==> src/design/aeau_pkg.sv <==
// Shared types, constants and item layouts for the array element address unit.
package aeau_pkg;

	localparam int MAX_ARRAYS = 16;
	localparam int MAX_DIMS   = 8;
	localparam int ID_W       = $clog2(MAX_ARRAYS);
	localparam int DIM_W      = $clog2(MAX_DIMS);
	localparam int DADDR_W    = ID_W + DIM_W;
	localparam int CNT_W      = 4;
	localparam int RANGE_W    = 18;
	localparam int ADDR_W     = 32;

	typedef enum logic [1:0] {
		OP_HEADER = 2'd0,
		OP_BOUNDS = 2'd1,
		OP_INDEX  = 2'd2
	} op_t;

	typedef enum logic [2:0] {
		S_IDLE,
		S_MAC,
		S_ACC,
		S_SCALE,
		S_ADD
	} state_t;

	typedef struct packed {
		logic [1:0]         operation;
		logic [3:0]         array_id;
		logic [30:0]        base_address;
		logic [15:0]        element_size;
		logic [3:0]         dim_count;
		logic [2:0]         dim_number;
		logic signed [15:0] lower_bound;
		logic signed [15:0] upper_bound;
		logic signed [15:0] index_value;
		logic               last_index;
	} in_item_t;

	typedef struct packed {
		logic signed [31:0] address;
		logic [3:0]         queried_array;
		logic               count_error;
	} out_item_t;

	// Controller to datapath
	typedef struct packed {
		logic take;
		logic mac;
		logic acc_upd;
		logic scale;
		logic load_out;
	} cmd_t;

	// Datapath to controller
	typedef struct packed {
		logic [1:0] operation;
		logic       last_s1;
		logic       out_busy;
	} status_t;

endpackage

==> src/design/aeau_ctrl.sv <==
// Controller state machine sequencing descriptor reads, accumulation and scaling.
module aeau_ctrl import aeau_pkg::*; (
	input  logic    clk,
	input  logic    arst_n,
	input  logic    in_valid,
	output logic    in_ready,
	input  status_t status,
	output cmd_t    cmd
);

	state_t state_q;
	state_t state_d;
	logic   accept;

	// State register
	always_ff @(posedge clk or negedge arst_n) begin
		if (!arst_n) begin
			state_q <= S_IDLE;
		end else begin
			state_q <= state_d;
		end
	end

	// Next state and commands
	always_comb begin
		in_ready = (state_q == S_IDLE) || (state_q == S_ACC && !status.last_s1);
		accept   = in_valid && in_ready;
		cmd      = '0;
		cmd.take = accept;
		state_d  = state_q;
		unique case (state_q)
			S_IDLE: begin
				if (accept && status.operation == OP_INDEX) begin
					state_d = S_MAC;
				end
			end
			S_MAC: begin
				cmd.mac = 1'b1;
				state_d = S_ACC;
			end
			S_ACC: begin
				cmd.acc_upd = 1'b1;
				if (status.last_s1) begin
					state_d = S_SCALE;
				end else if (accept && status.operation == OP_INDEX) begin
					state_d = S_MAC;
				end else begin
					state_d = S_IDLE;
				end
			end
			S_SCALE: begin
				cmd.scale = 1'b1;
				state_d   = S_ADD;
			end
			S_ADD: begin
				if (!status.out_busy) begin
					cmd.load_out = 1'b1;
					state_d      = S_IDLE;
				end
			end
			default: begin
				state_d = S_IDLE;
			end
		endcase
	end

endmodule

==> config.mk <==
export PLATFORM = sky130hd
export DESIGN_NAME = aeau_ctrl
export DESIGN_NICKNAME = d
export VERILOG_FILES = /design/src/design/aeau_pkg.sv /design/src/design/aeau_ctrl.sv
export SDC_FILE = /design/constraint.sdc
export NUM_CORES = 1
export LEC_CHECK = 0
export ABC_AREA = 1
export BUFFER_PORTS_ARGS = -buffer_cell sky130_fd_sc_hd__buf_2
export CORE_AREA = 2 2 39 41
export CTS_CLUSTER_DIAMETER = 60
export DETAILED_ROUTE_END_ITERATION = 10
export DIE_AREA = 0 0 41 43
export PLACE_DENSITY = 0.38
export SYNTH_ARGS = -nofsm -noshare
export SYNTH_HDL_FRONTEND = slang
export SYNTH_SLANG_ARGS = --single-unit
==> constraint.sdc <==
create_clock -name clk -period 2.7 [get_ports clk]
set_input_delay 0.135 -clock clk [delete_from_list [all_inputs] [get_ports clk]]
set_output_delay 0.135 -clock clk [all_outputs]
set_load 0.01 [all_outputs]
==> results of run 1 <==
-- layer usage --
metal  up-vias  wire length, µm  share of wire (%)
li1        131                -                  -
met1       100              193                 39
met2         6              253                 52
met3         0               43                8.8
met4         0                0                  0
met5         -                0                  0
-- worst paths after layout --
check | endpoint | slack [ps] | depth (start not counted)
setup reg to reg | state_q[0]$_DFFE_PN0P_ | 1600 | 5
setup / recovery | cmd[4] | 1310 | 4
hold / removal | state_q[2]$_DFFE_PN0P_ | 160 | 2
min in group asynchronous | state_q[0]$_DFFE_PN0P_ | 220 | 2
max in group asynchronous | state_q[2]$_DFFE_PN0P_ | 2370 | 2
hold reg to reg | state_q[2]$_DFFE_PN0P_ | 580 | 1
-- cells in the final DEF (no fill, tap or decap), drive strengths merged --
| cell type | Yosys | layout |
|---|---|---|
| a31o | 1 | 1 |
| clkbuf | 0 | 4 |
| nor3 | 2 | 2 |
| buf | 1 | 12 |
| inv | 8 | 8 |
| nand4 | 1 | 1 |
| nand2 | 3 | 3 |
| nor4 | 1 | 1 |
| or2 | 1 | 1 |
| nor2 | 6 | 6 |
| o31ai | 1 | 1 |
| nand3 | 1 | 1 |
| dfrtp | 3 | 3 |
| dlygate4sd3 | 0 | 1 |
| a21oi | 2 | 2 |
-- final cells by class --
class / count / area [µm²]
clock buffers: 4 / 26.3
fillers: 168 / 1030
inverters: 8 / 30.0
multi-input cells: 19 / 131
flip-flops and latches: 3 / 75.1
well taps: 16 / 20.0
repair buffers: 13 / 70.1
-- cell families after synthesis --
family / synth area share (%)
compound gates: 14.4
buf+inv: 15.4
flops: 30.8
simple gates: 39.5
-- per-stage QoR --
step	std cells	instance area [µm²]	power, µW	utilization [%]	hold slack [ps]
floorplan	31	244	250	-	-161
global placement	58	317	306	22.9	-65.3
detailed placement	58	317	304	22.9	-67.8
CTS	63	353	386	25.5	155
global route	63	353	412	25.5	177
finish	63	353	376	25.5	161
-- synth_stat cells --
library cell  count  area (µm²)
o31ai_2           1        12.5
inv_2             2        7.51
or2_1             1        6.26
nand2_1           1        3.75
buf_4             1        7.51
nand2_2           2        12.5
inv_1             6        22.5
nor2_4            1        11.3
dfrtp_1           3        75.1
nand3_1           1        5.00
a31o_1            1        8.76
nor3_2            1        10.0
nor3_1            1        5.00
a21oi_2           1        8.76
nand4_2           1        12.5
nor2_2            2        12.5
nor2_1            3        11.3
a21oi_1           1        5.00
nor4_1            1        6.26
-- power by group --
part | switching [µW] | leakage, µW | internal (µW)
Combinational | 123 | 0.000143 | 86.0
Clock | 20.6 | 0.0000150 | 55.2
Sequential | 28.1 | 0.0000390 | 63.8
Total | 171 | 0.000197 | 205
==> key figures, run 1 <==
Outcome
  – Status: finished clean

Timing
  – Worst Max-Slew Pin Slew: 264 ps
  – Sum of negative setup slack: 0 ps
  – Final worst slack: 1310 ps
  – Final setup skew: 0.488 ps
  – Fin crit period: 1390 ps
  – RSZ-0062 raised after global routing: no
  – Fin. max-slew vios: 0
  – Final hold viol count: 0
  – Finish-stage setup viols: 0
  – Slew headroom: 82.4%
  – Fmax: 719 MHz
  – Period Utilization, post-route: 51.5%

Drt
  – Post-DRT Antenna Nets: 0
  – DRT Pass-1 Iters: 2
  – Drt drc: 0
  – Final wirelength: 490 µm
  – DR WL/cell: 7.78 µm
  – Vias: 237
  – Vias per cell: 3.76
  – 1st-iter DRT viols: 3

Die
  – Core Rows: 14
  – Die area: 1760 µm²
  – Die Span X: 41 µm
  – Initial core utilization: 17.6%
  – Chip Height: 43 µm
  – Core area: 1380 µm²
  – Io pins: 13

Worst setup path
  – WP data arrival: 1260 ps
  – Crit Reg-Reg Startpoint: state_q[0]$_DFFE_PN0P_
  – Origin of the worst setup path: state_q[0]$_DFFE_PN0P_
  – CP max-delay cell: dfrtp_1
  – CP peak stage delay: 460 ps
  – Worst setup EP type: primary output
  – Worst path required time: 2570 ps
  – Crit path cell chain: nor2_2 -> nand2_2 -> a21oi_1 -> buf_2
  – Worst-path fanout max: 5
  – Kind of critical path: reg2out
  – Critical path buffer and inverter count: 1
  – Delay-heaviest family, CP: flip-flops
  – Startpoint Class: flip-flop

Logic synthesis
  – Sequential area share after synthesis: 30.8%
  – Netlist cell types: 19
  – Mapped Nets: 38
  – Number of synthesis warnings: 0
  – Flops & latches, synth: 3
  – Avg Cell Area, Syn: 7.87 µm²
  – Cells after Synth: 31
  – Post-Syn Area: 244 µm²

Global route
  – Grt ovf: 0
  – First-pass GRT wire length: 828 µm
  – Met1 usage: 7.74%
  – Met2 usage: 10.0%
  – Initial antenna violation count: 0
  – Largest net degree at the start of global routing: 6
  – Most Crowded Layer GR: met2
  – Vias in the first global route: 239
  – GR Util met3: 1.57%
  – Tot GR Track Use: 7.14%

Finish
  – Top reg by flops: state_q
  – Fin nets: 55
  – Antenna Cells: 0
  – Biggest regs: state_q x3
  – Area Growth Syn to Fin: 44.6%
  – Share of layout cells above drive strength 1: 55.3%
  – Max reg flops: 3

Clock tree
  – CTS clock-pin slew for the worst setup and hold paths: 30 ps
  – Setup Fix Bufs, Post-CTS: 0
  – H-tree Lvls: 1
  – Clk_lat worst skew: 230 ps
  – Cts hold-fix bufs: 1
  – CTS root buf: clkbuf_4
  – Post_cts resized: 0
  – Clk buf depth: 2
  – CTS tree: built
  – Clk sinks: 3
  – Num CTS Buffers: 3

Power
  – Leakage: 0.000197 µW
  – Pwr Density: 1070 nW/µm²
  – VDD IR-drop max: 252 µV

Placed design
  – Post-DP HPWL: 445 µm
  – RePlAce Congestion: 0.561
  – Place WS: 1540 ps
  – PortBufs: 12

Min path
  – Hold_sp: status[0]
  – Hold Path Class: in2reg

Run
  – Max-Cap Viols: 0
(Power assumes the default switching activity.)
==> run 2, diff against run 1 <==
--- a/config.mk
+++ b/config.mk
@@ -5,13 +5,13 @@
 export SDC_FILE = /design/constraint.sdc
 export NUM_CORES = 1
 export LEC_CHECK = 0
-export ABC_AREA = 1
+export ABC_AREA = 0
 export BUFFER_PORTS_ARGS = -buffer_cell sky130_fd_sc_hd__buf_2
 export CORE_AREA = 2 2 39 41
 export CTS_CLUSTER_DIAMETER = 60
 export DETAILED_ROUTE_END_ITERATION = 10
 export DIE_AREA = 0 0 41 43
-export PLACE_DENSITY = 0.38
+export PLACE_DENSITY = 0.36
 export SYNTH_ARGS = -nofsm -noshare
 export SYNTH_HDL_FRONTEND = slang
 export SYNTH_SLANG_ARGS = --single-unit
==> constraint.sdc (replaced) <==
create_clock -name clk -period 1.2 [get_ports clk]
set_input_delay 0.06 -clock clk [delete_from_list [all_inputs] [get_ports clk]]
set_output_delay 0.06 -clock clk [all_outputs]
set_load 0.01 [all_outputs]
==> run 2 against run 1 <==
The flow now finishes with violations (setup timing). Hold slack worse by 76 ps. Power increased by 87%. Cell area is 4.6% lower. Core utilization decreased by 1.2 points. Synthesized area fell by 19%. Synthesized cell count down 35%. Clock power rose by 140%. Final cell count shrank 14%. Non-clock buffer count is 3 higher. Critical endpoint unchanged.
==> key figures, run 2 <==
Finish
  – # fillers: 156
  – Max reg flops: 3
  – Top reg by flops: state_q
  – Share of layout cells above drive strength 1: 63.2%
  – Antenna Cells: 0
  – Multi-input logic area: 115 µm²
  – Fin nets: 46
  – Area Growth Syn to Fin: 70.3%
  – Most frequent cells in the layout: buf_2 (12), clkbuf_4 (3), dfrtp_2 (3)
  – Commonest non-fill, non-tap cell in the layout: buf_2
  – FF+latch area: 78.8 µm²
  – Biggest regs: state_q x3

Timing
  – Period Utilization, post-route: 102%
  – Finish-stage setup viols: 1
  – Fin crit period: 1220 ps
  – Slew headroom: 87.9%
  – Fmax: 818 MHz
  – Fin. max-slew vios: 0
  – Final hold viol count: 0
  – Final worst slack: -23.2 ps
  – RSZ-0062 raised after global routing: yes
  – Final setup skew: 1.53 ps
  – Worst Max-Slew Pin Slew: 181 ps

Worst setup path
  – Worst-path fanout max: 6
  – Origin of the worst setup path: state_q[0]$_DFFE_PN0P_
  – Worst setup EP type: primary output
  – Termination of the worst setup path: cmd[4]
  – Reg-to-Reg End: state_q[2]$_DFFE_PN0P_
  – Worst path required time: 1140 ps
  – Crit Reg-Reg Startpoint: state_q[0]$_DFFE_PN0P_
  – R2R cell count: 3
  – Reg2reg setup slack: 180 ps
  – Kind of critical path: reg2out
  – Startpoint Class: flip-flop
  – WP data arrival: 1160 ps

Logic synthesis
  – Flops & latches, synth: 3
  – Yosys top cell by area: dfrtp_1
  – Post-Syn Area: 198 µm²
  – Post-synth EDFFs: 0
  – Share of the synthesized area in the top cell type: 38.0%
  – Sequential area share after synthesis: 38.0%
  – Asr flop ratio synth: 100%
  – Synth cell count leaders: dfrtp_1 (3), and2_1 (2), nand3b_1 (2), nor2_1 (2)
  – Mapped Nets: 27
  – Number of synthesis warnings: 0
  – Top cells by area, synth: dfrtp_1 (38%), nand3b_1 (7.6%), a211oi_2 (6.3%)
  – Cells after Synth: 20
  – Synth Flop Type: dfrtp_1
  – Netlist cell types: 15
  – Avg Cell Area, Syn: 9.88 µm²
  – Most instantiated library cell after synthesis: dfrtp_1

Drt
  – Drt drc: 0
  – Vias: 221
  – DRT Pass-1 Iters: 2
  – Post-DRT Antenna Nets: 0
  – DR WL/cell: 9.61 µm
  – Final wirelength: 519 µm
  – 1st-iter DRT viols: 1
  – Vias per cell: 4.09

Run
  – Max-Cap Viols: 0

Outcome
  – Status: complete, but fails checks
  – Violated checks: setup timing

Die
  – Io pins: 13
  – Initial core utilization: 14.3%
  – Die area: 1760 µm²
  – Core Rows: 14
  – Chip Height: 43 µm
  – Die Span X: 41 µm
  – Core area: 1380 µm²

Clock tree
  – CTS clock-pin slew for the worst setup and hold paths: 40 ps
  – Clk buf depth: 2
  – CTS tree: built
  – CTS root buf: clkbuf_4
  – Num CTS Buffers: 3
  – H-tree Lvls: 1
  – Clk_lat worst skew: 240 ps
  – Clk sinks: 3

Placed design
  – PortBufs: 12
  – Place WS: 178 ps
  – RePlAce Congestion: 0.644
  – Post-DP HPWL: 362 µm

Global route
  – Initial antenna violation count: 0
  – First-pass GRT wire length: 834 µm
  – Tot GR Track Use: 7.75%
  – Largest net degree at the start of global routing: 8
  – Grt ovf: 0
  – Vias in the first global route: 211

Power
  – Leakage: 0.000161 µW
  – VDD IR-drop max: 898 µV
  – Total power: 704 µW
  – Pwr Density: 2090 nW/µm²

Min path
  – Hold Path Class: in2reg
==> run 2: cell types whose count changed in the layout (fill, tap and decap cells not counted), moves of 2 or more <==
cell,change
buf_4,+2
nor2_2,-2
dfrtp_1,-3
dfrtp_2,+3
inv_1,-6
nand3b_1,+2
nand2_2,-2
inv_2,-2
and2_1,+2
==> run 2: cells by family (layout without fill, tap and decap cells) <==
family                 Yosys count  in the layout  share of synthesized area, %
AOI/OAI and AO/OA                4              4                          17.1
buffers and inverters            2             20                          9.49
and+or+nand+nor                 11             11                          35.4
DFF                              3              3                          38.0
==> run 2: repair_timing <==
| item | in CTS | in global routing |
|---|---|---|
| setup endpoints to repair | 2 | 5 |
| hold buffers | 1 | 0 |
| setup buffers | 3 | 0 |
| pin swaps | 2 | 0 |
| endpoints found under the hold margin | 3 | 0 |
| resized for setup | 5 | 1 |
| cloned | 0 | 0 |
==> run 2: metrics by stage <==
| step | instance area [µm²] | utilization [%] | std cells | TNS, ps | hold WS, ps |
|---|---|---|---|---|---|
| final | 337 | 24.3 | 54 | -23.2 | 84.7 |
| after floorplan | 198 | - | 20 | 0 | -236 |
| after global routing | 337 | 24.3 | 54 | -137 | 96.1 |
| after global placement | 259 | 18.7 | 46 | 0 | -138 |
| after detailed placement | 259 | 18.7 | 46 | 0 | -140 |
| after CTS | 333 | 24.1 | 54 | -32.0 | 86.1 |
==> run 2: report_power, final <==
part	internal, µW	switching, µW	leakage (µW)
clock network	125	56.4	0.0000150
logic	184	133	0.000110
registers	140	65.1	0.0000357
==> run 2: area by class of cell <==
cell class                 instances  area share [%]
multi-input combinational         15            34.2
timing repair buffer              16            28.6
sequential                         3            23.4
clock buffer                       4            7.81
tap                               16            5.95
==> run 2: routing by layer <==
layer  up-vias  GRT usage (%)  part of all wire [%]
li1        108              -                     -
met4         0           8.00                   2.7
met2        14           9.38                    44
met1        97           8.41                    44
met3         2           4.71                   9.6
met5         -              0                     0
==> run 2: how the worst min path moves through the flow <==
| stage | from | endpoint | slack, ps | cells after the start |
|---|---|---|---|---|
| 2_1_floorplan | arst_n | state_q[0]$_DFFE_PN0P_ | -240 | 0 |
| 3_3_place_gp | arst_n | state_q[1]$_DFFE_PN0P_ | -140 | 1 |
| 3_5_place_dp | arst_n | state_q[1]$_DFFE_PN0P_ | -140 | 1 |
| 4_1_cts | status[0] | state_q[2]$_DFFE_PN0P_ | 90 | 2 |
| 5_1_grt | status[0] | state_q[2]$_DFFE_PN0P_ | 100 | 2 |
| 6_report | status[0] | state_q[2]$_DFFE_PN0P_ | 80 | 2 |
==> run 2: worst max-delay path: stages (launching register included) <==
cell and delay (ps):
dfrtp_2 440, a211oi_2 220, and2_1 140, buf_2 120
==> run 3, diff against run 2 <==
--- a/config.mk
+++ b/config.mk
@@ -5,13 +5,13 @@
 export SDC_FILE = /design/constraint.sdc
 export NUM_CORES = 1
 export LEC_CHECK = 0
-export ABC_AREA = 0
+export ABC_AREA = 1
 export BUFFER_PORTS_ARGS = -buffer_cell sky130_fd_sc_hd__buf_2
 export CORE_AREA = 2 2 39 41
 export CTS_CLUSTER_DIAMETER = 60
 export DETAILED_ROUTE_END_ITERATION = 10
 export DIE_AREA = 0 0 41 43
-export PLACE_DENSITY = 0.36
+export PLACE_DENSITY = 0.4
 export SYNTH_ARGS = -nofsm -noshare
 export SYNTH_HDL_FRONTEND = slang
 export SYNTH_SLANG_ARGS = --single-unit
==> run 3 against run 2 <==
The flow still finishes with violations (setup timing). Power is 40% higher. Non-clock buffer count fell by 2. Register-to-register slack worse by 110 ps. Sequential power about the same. Sequential share of layout area shrank 4.2 points. Sequential cell count unchanged. First-iteration DRC count is the same. Maximum frequency decreased by 3.4%. Critical path depth is 2 higher. Largest cell class unchanged. Highest routed layer is now met3.
==> key figures, run 3 (same netlist as run 1, synthesis figures left out) <==
Clock tree
  – Clk sinks: 3
  – H-tree Lvls: 1
  – Clk buf depth: 2
  – CTS tree: built
  – CTS root buf: clkbuf_4
  – Num CTS Buffers: 3
  – CTS clock-pin slew for the worst setup and hold paths: 40 ps
  – Clk_lat worst skew: 230 ps

Finish
  – # fillers: 154
  – Most frequent cells in the layout: buf_2 (9), inv_1 (6), nor2_4 (3), clkbuf_4 (3), buf_6 (3)
  – Multi-input logic area: 149 µm²
  – Commonest non-fill, non-tap cell in the layout: buf_2
  – FF+latch area: 76.3 µm²
  – Max reg flops: 3
  – Antenna Cells: 0
  – Fin nets: 56
  – Biggest regs: state_q x3
  – Top reg by flops: state_q
  – Area Growth Syn to Fin: 63.1%
  – Share of layout cells above drive strength 1: 62.5%

Min path
  – Min-Delay Endpoint: state_q[2]$_DFFE_PN0P_
  – Hold Crit Depth: 2
  – Hold_sp: status[0]
  – Hold Path Class: in2reg

Drt
  – DR WL/cell: 8.30 µm
  – Vias: 240
  – DRT Pass-1 Iters: 2
  – 1st-iter DRT viols: 1
  – Vias per cell: 3.75
  – Drt drc: 0
  – Final wirelength: 531 µm
  – Post-DRT Antenna Nets: 0

Power
  – VDD IR-drop max: 906 µV
  – P_int: 548 µW
  – Pwr Density: 2480 nW/µm²
  – Leakage: 0.000208 µW
  – Sequential share of power: 20.9%
  – Total power: 987 µW
  – Net Sw Frac: 44.5%
  – Combinational Power Share: 61.2%
  – P_sw: 439 µW
  – Clock power frac: 17.9%

Run
  – Max-Cap Viols: 0

Die
  – Die Span X: 41 µm
  – Io pins: 13
  – Initial core utilization: 17.6%
  – Core area: 1380 µm²
  – Core Rows: 14
  – Chip Height: 43 µm
  – Die area: 1760 µm²

Timing
  – RSZ-0062 raised after global routing: yes
  – Fin. max-slew vios: 0
  – Final hold viol count: 0
  – Final worst slack: -65.7 ps
  – Finish-stage setup viols: 4
  – Fmax: 790 MHz
  – Worst hold slack: 89.4 ps
  – Period Utilization, post-route: 105%
  – Slew headroom: 85.8%
  – Worst Max-Slew Pin Slew: 212 ps
  – Final setup skew: 0.434 ps
  – Fin crit period: 1270 ps

Worst setup path
  – Reg-to-Reg End: state_q[0]$_DFFE_PN0P_
  – Worst path required time: 1140 ps
  – Worst setup EP type: primary output
  – R2R cell count: 6
  – WP data arrival: 1210 ps
  – Worst-path fanout max: 4
  – Reg2reg setup slack: 70 ps
  – Crit Reg-Reg Startpoint: state_q[1]$_DFFE_PN0P_
  – Startpoint Class: flip-flop
  – Kind of critical path: reg2out

Global route
  – Initial antenna violation count: 0
  – Grt ovf: 0
  – Tot GR Track Use: 6.85%
  – Vias in the first global route: 217
  – First-pass GRT wire length: 759 µm
  – Largest net degree at the start of global routing: 5

Placed design
  – Place WS: 85.8 ps
  – Post-DP HPWL: 441 µm
  – RePlAce Congestion: 0.726
  – PortBufs: 12

Outcome
  – Violated checks: setup timing
  – Status: complete, but fails checks
## run 3: cell types whose count changed in the layout (fill, tap and decap cells not counted), moves of 2 or more
cell	previous run	this run
and2_1	2	0
buf_2	12	9
buf_6	1	3
dfrtp_1	0	2
dfrtp_2	3	1
inv_1	0	6
inv_2	0	2
nand2_2	0	2
nand3b_1	2	0
nor2_4	0	3
## run 3: timing repair
action                                  4_1_cts  5_1_grt
pin swaps                                     1        2
resized for setup                             6        2
endpoints found under the setup margin        5        6
hold buffers                                  1        0
buffers inserted                              1        0
endpoints found under the hold margin         3        0
## run 3: power groups by stage
stage	Clock [µW]	Combinational [µW]	Sequential [µW]
3_5_place_dp	0	477	208
4_1_cts	187	591	206
6_report	176	605	206
3_3_place_gp	0	481	208
5_1_grt	198	659	214
2_1_floorplan	0	365	198
## run 3: routing by layer
layer	vias to the layer above	share of wire, %	GRT usage [%]
met2	3	58	9.69
met4	0	0	8.00
met3	0	4.0	1.57
li1	135	-	-
met5	-	0	0
met1	102	38	7.14
## run 3: worst max-delay path by stage
stage / depth (start not counted) / end / from
2_1_floorplan: 5 / state_q[0]$_DFFE_PN0P_ / state_q[0]$_DFFE_PN0P_
4_1_cts: 5 / cmd[4] / state_q[1]$_DFFE_PN0P_
5_1_grt: 5 / cmd[4] / state_q[1]$_DFFE_PN0P_
6_report: 5 / cmd[4] / state_q[1]$_DFFE_PN0P_
3_5_place_dp: 5 / state_q[0]$_DFFE_PN0P_ / state_q[0]$_DFFE_PN0P_
3_3_place_gp: 5 / state_q[0]$_DFFE_PN0P_ / state_q[0]$_DFFE_PN0P_
## run 3: worst max-delay path, cell delays in order, from the launching register on
cell and delay (ps):
dfrtp_1 420, inv_1 70, nor2_2 130, nand3_2 100, a21oi_1 120, buf_2 140
## run 3: cell type report
class	instances	share of cell area [%]
inverters	8	7.55
repair buffers	14	24.2
well taps	16	5.03
clock buffers	4	6.60
multi-input cells	19	37.4
flip-flops and latches	3	19.2
## run 3: stage by stage
step	util, %	cells	setup TNS (ps)	cell area, µm²
floorplan	-	31	0	244
global placement	22.9	58	0	317
detailed placement	22.9	58	0	317
CTS	27.9	64	-166	387
global route	28.8	64	-453	398
finish	28.8	64	-85.8	398
